### src/rtl/core/idiv_pkg.sv
// Package for the 64-bit integer divider: widths, stage payload types.
// Used by the channel interfaces and every module of the divider.
package idiv_pkg;

	localparam int FIELD_W = 64;
	localparam int DATA_W  = 64;

	typedef struct packed {
		logic              sgn_q;
		logic              sgn_r;
		logic              dz;
		logic [DATA_W-1:0] nq;
		logic [DATA_W-1:0] rem;
		logic [DATA_W-1:0] den;
	} idiv_work_t;

	typedef struct packed {
		logic [FIELD_W-1:0] quotient;
		logic [FIELD_W-1:0] remainder;
		logic               div_by_zero;
	} idiv_result_t;

endpackage

### src/rtl/core/idiv_fix.sv
// Output stage of the divider: result signs, zero divisor remainder.
// Depends on idiv_pkg.
module idiv_fix import idiv_pkg::*; (
	input  logic         clk,
	input  logic         arst_n,
	input  logic         en,
	input  logic         in_valid,
	input  idiv_work_t   in_work,
	output logic         out_valid,
	output idiv_result_t out_result
);

	logic              valid_s1;
	idiv_result_t      result_s1;
	logic [DATA_W-1:0] q;
	logic [DATA_W-1:0] r;
	idiv_result_t      result_d;

	always_comb begin
		q = in_work.sgn_q ? (~in_work.nq + DATA_W'(1)) : in_work.nq;
		if (in_work.dz) begin
			r = '0;
		end else begin
			r = in_work.sgn_r ? (~in_work.rem + DATA_W'(1)) : in_work.rem;
		end
		result_d.quotient    = FIELD_W'(q);
		result_d.remainder   = FIELD_W'(r);
		result_d.div_by_zero = in_work.dz;
	end

	always_ff @(posedge clk or negedge arst_n) begin
		if (!arst_n) begin
			valid_s1 <= 1'b0;
		end else if (en) begin
			valid_s1 <= in_valid;
		end
	end

	always_ff @(posedge clk) begin
		if (en) begin
			result_s1 <= result_d;
		end
	end

	assign out_valid  = valid_s1;
	assign out_result = result_s1;

endmodule

### config.mk
export PLATFORM = sky130hd
export DESIGN_NAME = idiv_fix
export DESIGN_NICKNAME = d
export VERILOG_FILES = /design/src/rtl/core/idiv_pkg.sv /design/src/rtl/core/idiv_fix.sv
export SDC_FILE = /design/constraint.sdc
export NUM_CORES = 1
export LEC_CHECK = 0
export BUFFER_PORTS_ARGS = -buffer_cell sky130_fd_sc_hd__buf_2
export CELL_PAD_IN_SITES_DETAIL_PLACEMENT = 1
export CELL_PAD_IN_SITES_GLOBAL_PLACEMENT = 2
export CORE_UTILIZATION = 31
export DETAILED_ROUTE_END_ITERATION = 12
export GPL_TIMING_DRIVEN = 0
export PLACE_DENSITY_LB_ADDON = 0.1
export SETUP_SLACK_MARGIN = 0.3
export SYNTH_ARGS = -nofsm -noshare
export SYNTH_HDL_FRONTEND = slang
export SYNTH_SLANG_ARGS = --single-unit
export TNS_END_PERCENT = 20
### constraint.sdc
create_clock -name clk -period 2.6 [get_ports clk]
set_clock_uncertainty 0.2 [all_clocks]
set_input_delay 0.13 -clock clk [delete_from_list [all_inputs] [get_ports clk]]
set_output_delay 0.13 -clock clk [all_outputs]
set_load 0.01 [all_outputs]
# After elaboration in Yosys (flattened, before gate mapping)
# Index checks and enable logic that the tools add are counted.
# classes
order_cmp	0
n_mul	0
bitwise	2
n_shift	0
muxes	2
div_mod_pow	0
n_reduce_logical	0
n_eq_ne	0
n_addsub	2
# op_table
operator	n
64-bit by 1-bit adder with 64-bit output, second input constant	2
64-bit two-way mux	2
64-bit inverter	2
# totals
inputBits	199
ramBits	0
ff_bits	130
latch_bits	0
rom_bits	0
elab_cells	10
memories	0
output_inout_bits	130

# Logic depth before layout (Yosys ltp)
# Gate-level depths: netlist (run 1).
# logic_depth
ltp_word	3
depth_mapped	7

# Worst setup path before layout (run 1)
# Ideal clock, no wire load.
# synth_path
path_kind	input to register
from	input port in_work[86] in the netlist's numbering
to	register result_s1, in the netlist out_result[50] (data pin)
arrival_ps	1987
path_slack_ps	154
t_required_ps	2140
stages	5
setup_ps	260
cell_sequence	nor4_1 nand4_2 or3_1 o31ai_2 mux2_2
# synth_between
elab_chain_cells	3
# synth_rtl
item	line	text
start, declared	idiv_fix.sv:8	input idiv_work_t in_work,
64-bit inverter	idiv_fix.sv:24	r = in_work.sgn_r ? (~in_work.rem + DATA_W'(1)) : in_work.rem;
64-bit by 1-bit adder with 64-bit output	idiv_fix.sv:24	
64-bit two-way mux	idiv_fix.sv:24	
end signal, assigned	idiv_fix.sv:41	result_s1 <= result_d;
end, declared	idiv_fix.sv:14	idiv_result_t result_s1;
# No other way between the ends.
# A chain may end at the register's enable or synchronous reset.

# Worst setup path after layout (run 1)
# layout_path
from	input port in_work[105] in the netlist's numbering
to	register result_s1, in the netlist out_result[49] (data pin)
# The elaborated chain is that of the path after synthesis.

==> metrics, run 1 <==
hold path start=en; min Tclk post-route=2300 ps; relative slew slack=46.0%; Max Root-Sink Buffers=2; status=finished with violations; H-tree Lvls=4; simple-gate area share of the yosys netlist=21.2%; WP data required=~2600 ps; CP max FO=5; largest family of logic cells by synthesized area=simple AND/OR/NAND/NOR gates; Worst Max-Slew Pin Slew=between 800 and 900 ps; failing checks=hold timing; drt pass-1 iters=6; Reg-to-Reg End=out_valid; IO Pins=329; Synth Area in Compound Gates=11.6%; CP Depth=6; final net count=1323; Die Area=25400 sq um; initial antenna violation count=2; Yosys top cell area share=50.4%; drt total wl=about 27 mm; Power Total=6060 uW; post-synthesis sequential area ratio=50.7%; Syn Area/Cell=11.0 sq um; worst hold path class=in2reg; die height=159 um; vias in the first global route=7722; first-pass GRT wire length=42.2 mm; Pleak=0.00435 uW; reg-to-reg slack, setup=1650 ps; final setup vio count=0; Worst-Skew Late Latency=410 ps; CP startpoint=in_work[105]; Starting Density=a little under a third; Seq cells post-synth=130; cell taking the most area after synthesis=edfxtp_1; Die W=159 um; PD cells=527 nW/um^2; Synth Area in XOR/XNOR=around a tenth; hpwl dp=between 15 and 20 mm; reg2reg start=out_valid; CP Class=in2reg; final std cells w/o fill=1460; row count=57; Clk pin slew, worst setup/hold paths=roughly 70 ps; GRT Total Usage=about a fifth; total number of vias=around 7200; Mapped Area=7690 sq um; Antenna Nets Post-Route=0; ys flop type=edfxtp_1; buffers plus inverters on the worst setup path=2; slowest stage cell, crit path=or4_4; crit end category=flop; Fillers=2745; Area growth syn-to-layout=49.5%; net count after synthesis=901; DRT iter0 DRCs=~270; setup TNS=0 ps; Core Box Area=~24000 sq um; Worst path max stage delay=~590 ps; RD Place Congestion=approximately 0.79; Num CTS Buffers=17; drt drc=0; Final Cycle Share=88.5%; Max VDD drop=299 uV; CTS Root Cell=clkbuf_16; Finished Cell Area=roughly 11000 sq um; Placed Cells=approximately 1300; Placed Area=9440 sq um; CP Data Arrival Time=between 2000 and 2500 ps; # clock sinks=130; # port buffers=about 260; Post-synth EDFFs=129; Slew Viols, Final=0; Async SR Flop Fraction=less than 1%; family with the most delay on the worst path=simple AND/OR/NAND/NOR gates; largest net degree at the start of global routing=71; Final Hold Fails=2; layout cell share with drive strength beyond 1=31.7%; Yosys warnings=0; CTS tree=yes; Cells after Synth=700; crit path to=out_result[49]; adder-cell area share of the yosys netlist=less than 1%; nature of the critical path startpoint=input pin; GRT overflow=0; drt via density=4.96; hold_ws=-12.4 ps; multiplexer share of the synthesized area=3.43%; FF-to-FF path depth=1; Fmax=435 MHz; Synth area leaders=edfxtp_1 (50%), xnor2_1 (7.6%), nor2_1 (3.5%), o31ai_1 (3.1%), xor2_1 (3.0%); RSZ-0062 raised after global routing=yes; wire per inst=18.3 um; final core utilization=47.3%; maxcap violations=0; count of unique library cells instantiated by Yosys=50; Cell Chain, Critical Path=dlygate4sd3_1 -> buf_2 -> or4_4 -> nor4_4 -> o21ai_0 -> a21oi_1
-- layout make-up --
class / count / area, sq um / share of cell area, %
plain buffers: 32 / 124 / 1.08
repair buffers: 403 / 2740 / 23.8
well taps: 324 / 405 / 3.53
flip-flops and latches: 130 / 3900 / 33.9
inverters: 11 / 41.3 / 0.359
clock inverters: 13 / 111 / 0.969
clock buffers: 18 / 429 / 3.73
diodes: 2 / 5.00 / 0.0435
multi-input cells: 527 / 3740 / 32.6
-- power by group --
| part | switching (uW) | internal [uW] | total (uW) |
|---|---|---|---|
| clock | 961 | 1310 | 2270 |
| sequential | 52.3 | 2550 | 2610 |
| combinational | 635 | 549 | 1180 |
-- worst min path at each step --
stage | to | slack [ps] | cells past startpoint
2_1_floorplan | out_valid | -370 | 0
3_3_place_gp | out_valid | -290 | 1
3_5_place_dp | out_valid | -290 | 1
4_1_cts | out_result[91] | -140 | 2
5_1_grt | out_result[117] | 9 | 1
6_report | out_result[117] | -10 | 1
-- registers in the layout, summed over array words and instances, names as in the netlist --
register and cells:
out_valid 1, out_result 129
-- routing by layer --
metal / part of all wire [%] / vias to the layer above / wire (um) / GRT usage (%)
met2: 52 / 169 / 13900 / 38.6
met1: 41 / 3515 / 11000 / 24.3
met5: 0 / - / 0 / 0
li1: - / 3533 / - / -
met4: 1.3 / 0 / 347 / 5.94
met3: 5.5 / 19 / 1480 / 5.94
-- what timing repair did --
| item | in CTS | in global routing |
|---|---|---|
| pin swaps | 0 | 4 |
| buffers inserted | 0 | 6 |
| endpoints found under the setup margin | 59 | 58 |
| hold buffers | 134 | 1 |
| gates resized for setup | 8 | 12 |
| hold endpoints to repair | 125 | 1 |
-- placed cells by master, fill, tap and decap left out, types with 3 or more instances in the layout --
| cell type | netlist | final |
|---|---|---|
| buf_2 | 2 | 262 |
| dlygate4sd3_1 | 0 | 135 |
| edfxtp_1 | 129 | 129 |
| nor2_1 | 72 | 71 |
| xnor2_1 | 67 | 67 |
| nand2_1 | 34 | 34 |
| o21ai_0 | 32 | 32 |
| o31ai_1 | 32 | 31 |
| nor3_1 | 31 | 28 |
| clkbuf_1 | 25 | 26 |
| xor2_1 | 26 | 26 |
| mux2_2 | 19 | 19 |
| or4_1 | 19 | 18 |
| a21oi_1 | 18 | 18 |
| or3_1 | 17 | 17 |
| o41ai_1 | 17 | 17 |
| nor2b_1 | 17 | 17 |
| clkbuf_16 | 0 | 17 |
| nand4_1 | 12 | 12 |
| inv_1 | 10 | 10 |
| nand3_1 | 12 | 10 |
| or2_2 | 9 | 9 |
| a31oi_1 | 9 | 9 |
| and3_1 | 9 | 9 |
| nor4_4 | 6 | 8 |
| nor4_1 | 14 | 8 |
| nand2b_1 | 7 | 7 |
| o41ai_2 | 6 | 6 |
| nor4b_1 | 6 | 6 |
| buf_4 | 0 | 6 |
| nor4_2 | 1 | 5 |
| clkinv_1 | 1 | 5 |
| mux2i_1 | 5 | 5 |
| or4_4 | 3 | 4 |
| nand3b_1 | 4 | 4 |
| buf_1 | 5 | 4 |
| a211oi_1 | 3 | 3 |
| inv_6 | 0 | 3 |
| clkinvlp_4 | 0 | 3 |
-- synthesized netlist by cell type, types with 2 or more instances --
master	number
o31ai_1	32
nor2_1	72
o21ai_0	32
nor4_4	6
nand2b_1	7
edfxtp_1	129
xor2_1	26
xnor2_1	67
nor3_1	31
ha_1	2
and2_1	2
nand4_2	2
nand2_1	34
buf_2	2
a211oi_1	3
nand4_1	12
a41oi_1	2
o41ai_2	6
or4_1	19
nor4_1	14
nand3b_1	4
and3_1	9
or2_2	9
or3b_1	2
a31oi_1	9
inv_1	10
mux2_2	19
buf_1	5
nor4b_1	6
a21oi_1	18
nor2b_1	17
mux2i_1	5
nand3_1	12
o41ai_1	17
or3_1	17
or4_4	3
clkbuf_1	25
-- cells by family after synthesis --
kind of cell | Yosys count
xor gates and xnor gates | 93
AOI/OAI and AO/OA | 126
and+or+nand+nor | 282
adders and majority gates | 2
DFF | 130
buffers and inverters | 43
muxes | 24
-- stage by stage --
stage                     hold WS (ps)  worst slack (ps)
final                            -12.4               299
after global routing              9.17               188
after CTS                         -140               116
after detailed placement          -292              -543
after global placement            -295              -616
after floorplan                   -366               187
Power figures use the tool's default switching activity.
==> run 2: changes to the inputs <==
--- a/config.mk
+++ b/config.mk
@@ -8,6 +8,7 @@
 export BUFFER_PORTS_ARGS = -buffer_cell sky130_fd_sc_hd__buf_2
 export CELL_PAD_IN_SITES_DETAIL_PLACEMENT = 1
 export CELL_PAD_IN_SITES_GLOBAL_PLACEMENT = 2
+export CORE_ASPECT_RATIO = 1.5
 export CORE_UTILIZATION = 31
 export DETAILED_ROUTE_END_ITERATION = 12
 export GPL_TIMING_DRIVEN = 0
==> run 2 against run 1 <==
Against the previous run:
- the run still ends with hold timing left
- critical path depth unchanged
- clock power is 19% higher
- first-iteration DRC count fell by 12%
- cell area is 2.3% higher
- hold slack improved by 3.4 ps
- global-route usage is 1.5 points higher
- maximum frequency shrank 0.74%
- power is 7.8% higher
- sequential share of layout area shrank 0.76 points
- sequential power about the same
- setup slack worse by 17 ps
- core utilization rose by 1.0 points
- highest routed layer unchanged
==> metrics, run 2 (synthesized netlist as in run 1, its figures left out) <==
hold path start=en (unchanged); setup TNS=0 ps (unchanged); drt via density=5.03 (was 4.96); initial antenna violation count=1 (was 2); reg2reg start=out_valid (unchanged); GRT overflow=0 (unchanged); Final Hold Fails=3 (was 2); CTS Root Cell=clkbuf_16 (unchanged); failing checks=hold timing (unchanged); # clock sinks=130 (unchanged); relative slew slack=32.7% (was 46.0%); Slew Viols, Final=0 (unchanged); first-pass GRT wire length=43.5 mm (was 42.2 mm); Worst path max stage delay=600 ps (was 590 ps); buffers plus inverters on the worst setup path=3 (was 2); CP Data Arrival Time=2310 ps (was 2330 ps); die height=195 um (was 159 um); Placed Cells=1286 (unchanged); final setup vio count=0 (unchanged); Clk pin slew, worst setup/hold paths=60 ps (was 70 ps); IO Pins=329 (unchanged); Fmax=431 MHz (was 435 MHz); register area=3900 sq um (unchanged); Final Cycle Share=89.2% (was 88.5%); Max Root-Sink Buffers=2 (unchanged); Fillers=2816 (was 2745); Starting Density=31.6% (about the same); # port buffers=261 (unchanged); Die Area=25400 sq um (about the same); most frequent CP cell=dlygate4sd3_1; drt drc=0 (unchanged); Antenna Nets Post-Route=0 (unchanged); Power Total=6530 uW (was 6060 uW); vias in the first global route=7954 (was 7722); status=finished with violations (unchanged); Core Box Area=24300 sq um (about the same); row count=70 (was 57); FF-to-FF path depth=1 (unchanged); layout cell share with drive strength beyond 1=31.7% (about the same); crit end category=flop (unchanged); Worst-Skew Late Latency=430 ps (was 410 ps); nature of the critical path startpoint=input pin (unchanged); Hold EP=out_result[123] (was out_result[117]); RD Place Congestion=0.787 (was 0.789); WHS Path Cells=1 (unchanged); Cell Chain, Critical Path=buf_2 -> dlygate4sd3_1 -> or4_1 -> dlygate4sd3_1 -> o31ai_1 -> xnor2_1 (was dlygate4sd3_1 -> buf_2 -> or4_4 -> nor4_4 -> o21ai_0 -> a21oi_1); Reg-to-Reg End=out_valid (unchanged); Area growth syn-to-layout=52.9% (was 49.5%); DRT iter0 DRCs=237 (was 269); Die W=131 um (was 159 um); max reg flops=129 (unchanged); Num CTS Buffers=17 (unchanged); Max VDD drop=450 uV (was 299 uV); maxcap violations=0 (unchanged); H-tree Lvls=4 (unchanged); CP Class=in2reg (unchanged); largest net degree at the start of global routing=67 (was 71); CTS tree=yes (unchanged); Placed Area=9440 sq um (unchanged); final std cells w/o fill=1470 (was 1460); final net count=1333 (was 1323); family with the most delay on the worst path=buffers and inverters (was simple AND/OR/NAND/NOR gates); most common cell after layout, fill and taps aside=buf_2 (unchanged); commonest non-fill, non-tap cells in the layout=buf_2 (262), dlygate4sd3_1 (146), edfxtp_1 (129) (was buf_2 (262), dlygate4sd3_1 (135), edfxtp_1 (129)); Pleak=0.00449 uW (was 0.00435 uW); hpwl dp=19.9 mm (was 19.1 mm); reg-to-reg slack, setup=1660 ps (was 1650 ps); WP data required=2590 ps (was 2630 ps); slowest stage cell, crit path=dlygate4sd3_1 (was or4_4); worst hold path class=in2reg (unchanged); RSZ-0062 raised after global routing=yes (unchanged); drt total wl=28.1 mm (was 26.7 mm); GRT Total Usage=22.8% (was 21.3%); wire per inst=19.1 um (was 18.3 um); hold_ws=-8.97 ps (was -12.4 ps); min Tclk post-route=2320 ps (was 2300 ps); Worst Max-Slew Pin Slew=1010 ps (was 810 ps); Finished Cell Area=11800 sq um (was 11500 sq um); drt pass-1 iters=4 (was 6); multi-input logic area=3790 sq um (was 3740 sq um); CP max FO=2 (was 5); PD cells=556 nW/um^2 (was 527 nW/um^2); total number of vias=7392 (was 7236)
[run 2: worst max-delay path by stage]
stage	startpoint	to	slack, ps	cells past startpoint
2_1_floorplan	in_work[80]	out_result[50]	190	5
3_3_place_gp	in_work[80]	out_result[38]	-670	6
3_5_place_dp	in_work[80]	out_result[38]	-670	6
4_1_cts	in_work[86]	out_result[38]	170	6
5_1_grt	in_work[64]	out_result[47]	160	9
6_report	in_work[157]	out_result[95]	280	6
[run 2: repair_timing]
action	in CTS	in global routing
resized for setup	7	26
setup buffers	2	2
endpoints found under the setup margin	57	85
pin swaps	2	1
hold buffers	146	0
endpoints found under the hold margin	127	0
cloned	0	1
[run 2: cell type report]
type / count / area share [%]
multi-input cells: 527 / 32.2
inverters: 11 / 0.351
flip-flops and latches: 130 / 33.2
diodes: 1 / 0.0213
plain buffers: 32 / 1.13
clock buffers: 19 / 3.68
well taps: 324 / 3.45
repair buffers: 413 / 24.2
clock inverters: 13 / 1.82
[run 2: metrics by stage]
step | setup slack [ps] | utilization (%)
after global routing | 165 | 48.3
after detailed placement | -670 | 38.8
after CTS | 173 | 47.7
final | 282 | 48.3
after floorplan | 187 | -
after global placement | -669 | 38.6
[run 2: where the power goes]
part	internal, uW	leakage, uW	switching [uW]
registers	2560	0.00127	49.8
clock network	1780	0.000313	927
logic	565	0.00291	658
total	4900	0.00449	1630
[run 2: layer usage]
layer	GRT usage [%]	routed length, um	vias up
met5	0	0	-
met4	8.94	775	0
met3	5.95	1560	52
met2	43.6	15600	205
met1	22.7	10100	3586
li1	-	-	3549
==> run 3: changes to the inputs <==
==> constraint.sdc (replaced) <==
create_clock -name clk -period 2.6 [get_ports clk]
set_clock_uncertainty 0.2 [all_clocks]
set_input_delay 0 -clock clk [delete_from_list [all_inputs] [get_ports clk]]
set_output_delay 0 -clock clk [all_outputs]
set_load 0.01 [all_outputs]
==> run 3 against run 2 <==
Against the previous run:
- the flow still finishes with violations (hold timing)
- sequential share of layout area rose by 0.19 points
- cell count rose by 0.82%
- cell area fell by 0.57%
- routed wire length fell by 1.2%
- clock power fell by 18%
- core utilization fell by 0.28 points
==> metrics, run 3 (synthesized netlist as in run 1, its figures left out) <==
status=finished with violations (unchanged); failing checks=hold timing (unchanged); Fillers=2785 (was 2816); Post-Place Worst Slack=-473 ps (was -670 ps); Worst Max-Slew Pin Slew=840 ps (was 1010 ps); Comb power frac=20.5% (was 18.7%); RD Place Congestion=0.771 (was 0.787); total number of vias=7393 (was 7392); family with the most delay on the worst path=simple AND/OR/NAND/NOR gates (was buffers and inverters); Clk pwr share=36.7% (was 41.4%); drt pass-1 iters=4 (unchanged); Antenna Nets Post-Route=0 (unchanged); Flop pwr share=42.9% (was 39.9%); drt drc=0 (unchanged); # clock sinks=130 (unchanged); RSZ-0062 raised after global routing=yes (unchanged); largest net degree at the start of global routing=68 (was 67); first-pass GRT wire length=43.3 mm (was 43.5 mm); Num CTS Buffers=17 (unchanged); Die W=131 um (unchanged); CP Data Arrival Time=2260 ps (was 2310 ps); Int Pwr=4450 uW (was 4900 uW); final core utilization=48.0% (was 48.3%); Worst path max stage delay=530 ps (was 600 ps); WP data required=2580 ps (was 2590 ps); CTS Root Cell=clkbuf_16 (unchanged); H-tree Lvls=4 (unchanged); hpwl dp=19.5 mm (was 19.9 mm); # port buffers=261 (unchanged); CP max FO=3 (was 2); most common cell after layout, fill and taps aside=buf_2 (unchanged); drt total wl=27.8 mm (was 28.1 mm); setup TNS=0 ps (unchanged); Placed Area=9440 sq um (unchanged); Slew Viols, Final=0 (unchanged); final setup vio count=0 (unchanged); Worst-Skew Late Latency=430 ps (about the same); CP startpoint=in_work[183] (was in_work[157]); initial antenna violation count=2 (was 1); Max VDD drop=427 uV (was 450 uV); row count=70 (unchanged); commonest non-fill, non-tap cells in the layout=buf_2 (262), dlygate4sd3_1 (161), edfxtp_1 (129) (was buf_2 (262), dlygate4sd3_1 (146), edfxtp_1 (129)); Pleak=0.00440 uW (was 0.00449 uW); min Tclk post-route=2280 ps (was 2320 ps); GRT overflow=0 (unchanged); PD cells=520 nW/um^2 (was 556 nW/um^2); Finished Cell Area=11700 sq um (was 11800 sq um); Max Root-Sink Buffers=2 (unchanged); Starting Density=31.6% (unchanged); drt via density=4.99 (was 5.03); Die Area=25400 sq um (unchanged); register area=3900 sq um (unchanged); wire per inst=18.7 um (was 19.1 um); nature of the critical path startpoint=input pin (unchanged); Fmax=439 MHz (was 431 MHz); die height=195 um (unchanged); DRT iter0 DRCs=226 (was 237); reg2reg start=out_valid (unchanged); relative slew slack=44.0% (was 32.7%); CP Class=in2reg (unchanged); Core Box Area=24300 sq um (unchanged); crit end category=flop (unchanged); Final Cycle Share=87.7% (was 89.2%); setup ws final=320 ps (was 282 ps); multi-input logic area=3730 sq um (was 3790 sq um); hold path start=in_work[193] (was en); max reg flops=129 (unchanged); maxcap violations=0 (unchanged); vias in the first global route=7902 (was 7954); slowest stage cell, crit path=dlygate4sd3_1 (unchanged); switching power=1640 uW (was 1630 uW); Cell Chain, Critical Path=dlygate4sd3_1 -> buf_2 -> or4_1 -> nor4_2 -> or3b_1 -> o41ai_2 -> xnor2_1 (was buf_2 -> dlygate4sd3_1 -> or4_1 -> dlygate4sd3_1 -> o31ai_1 -> xnor2_1); Area growth syn-to-layout=52.1% (was 52.9%); Clk pin slew, worst setup/hold paths=60 ps (about the same); layout cell share with drive strength beyond 1=30.6% (was 31.7%); hold_ws=-10.2 ps (was -8.97 ps); final net count=1344 (was 1333); GRT Total Usage=22.6% (was 22.8%); CTS tree=yes (unchanged); IO Pins=329 (unchanged); Final Hold Fails=1 (was 3); worst hold path class=in2reg (unchanged); Switching Share=26.9% (was 25.0%); buffers plus inverters on the worst setup path=2 (was 3)
-- run 3: final cells by class --
| type | count | area share [%] |
|---|---|---|
| clock inverters | 11 | 0.771 |
| plain buffers | 32 | 1.05 |
| flip-flops and latches | 130 | 33.4 |
| well taps | 324 | 3.47 |
| diodes | 2 | 0.0428 |
| multi-input cells | 527 | 31.9 |
| repair buffers | 424 | 25.3 |
| inverters | 11 | 0.353 |
| clock buffers | 21 | 3.77 |
-- run 3: final timing paths --
path                              endpoint  slack, ps  depth (start not counted)
max in group asynchronous        out_valid       1870                          3
max                        out_result[126]        320                          7
max reg2reg                      out_valid       1080                          2
min reg2reg                      out_valid        880                          2
min                         out_result[38]        -10                          3
min in group asynchronous        out_valid        220                          3
-- run 3: metal layers --
metal	GRT usage (%)	vias up	wire, um
li1	-	3571	-
met1	23.8	3598	10200
met2	42.2	191	15400
met3	5.95	33	1530
met4	7.75	0	668
met5	0	-	0
-- run 3: metrics by stage --
stage | total power (uW) | std cells
6_report | 6080 | 1482
5_1_grt | 6360 | 1482
4_1_cts | 6130 | 1478
3_5_place_dp | 3670 | 1286
3_3_place_gp | 3660 | 1285
2_1_floorplan | 3120 | 700
-- run 3: power by group through the flow --
| stage | Combinational [uW] | Sequential (uW) | Clock [uW] |
|---|---|---|---|
| 2_1_floorplan | 353 | 2770 | 0 |
| 3_3_place_gp | 1010 | 2650 | 0 |
| 3_5_place_dp | 1020 | 2650 | 0 |
| 5_1_grt | 1360 | 2630 | 2370 |
| 4_1_cts | 1240 | 2610 | 2280 |
| 6_report | 1240 | 2610 | 2230 |
-- run 3: tightest hold or removal path: cells and delay by family --
family | cells | cell delay (ps)
mux | 1 | 170
compound gates | 1 | 170
buf+inv | 1 | 170
-- run 3: what timing repair did --
action                                  CTS  global route
buffers inserted                          0             1
endpoints found under the setup margin   37            41
hold buffers                            160             1
gates cloned                              0             0
endpoints found under the hold margin   193             1
pin swaps                                 0             2
gates resized for setup                   3            13
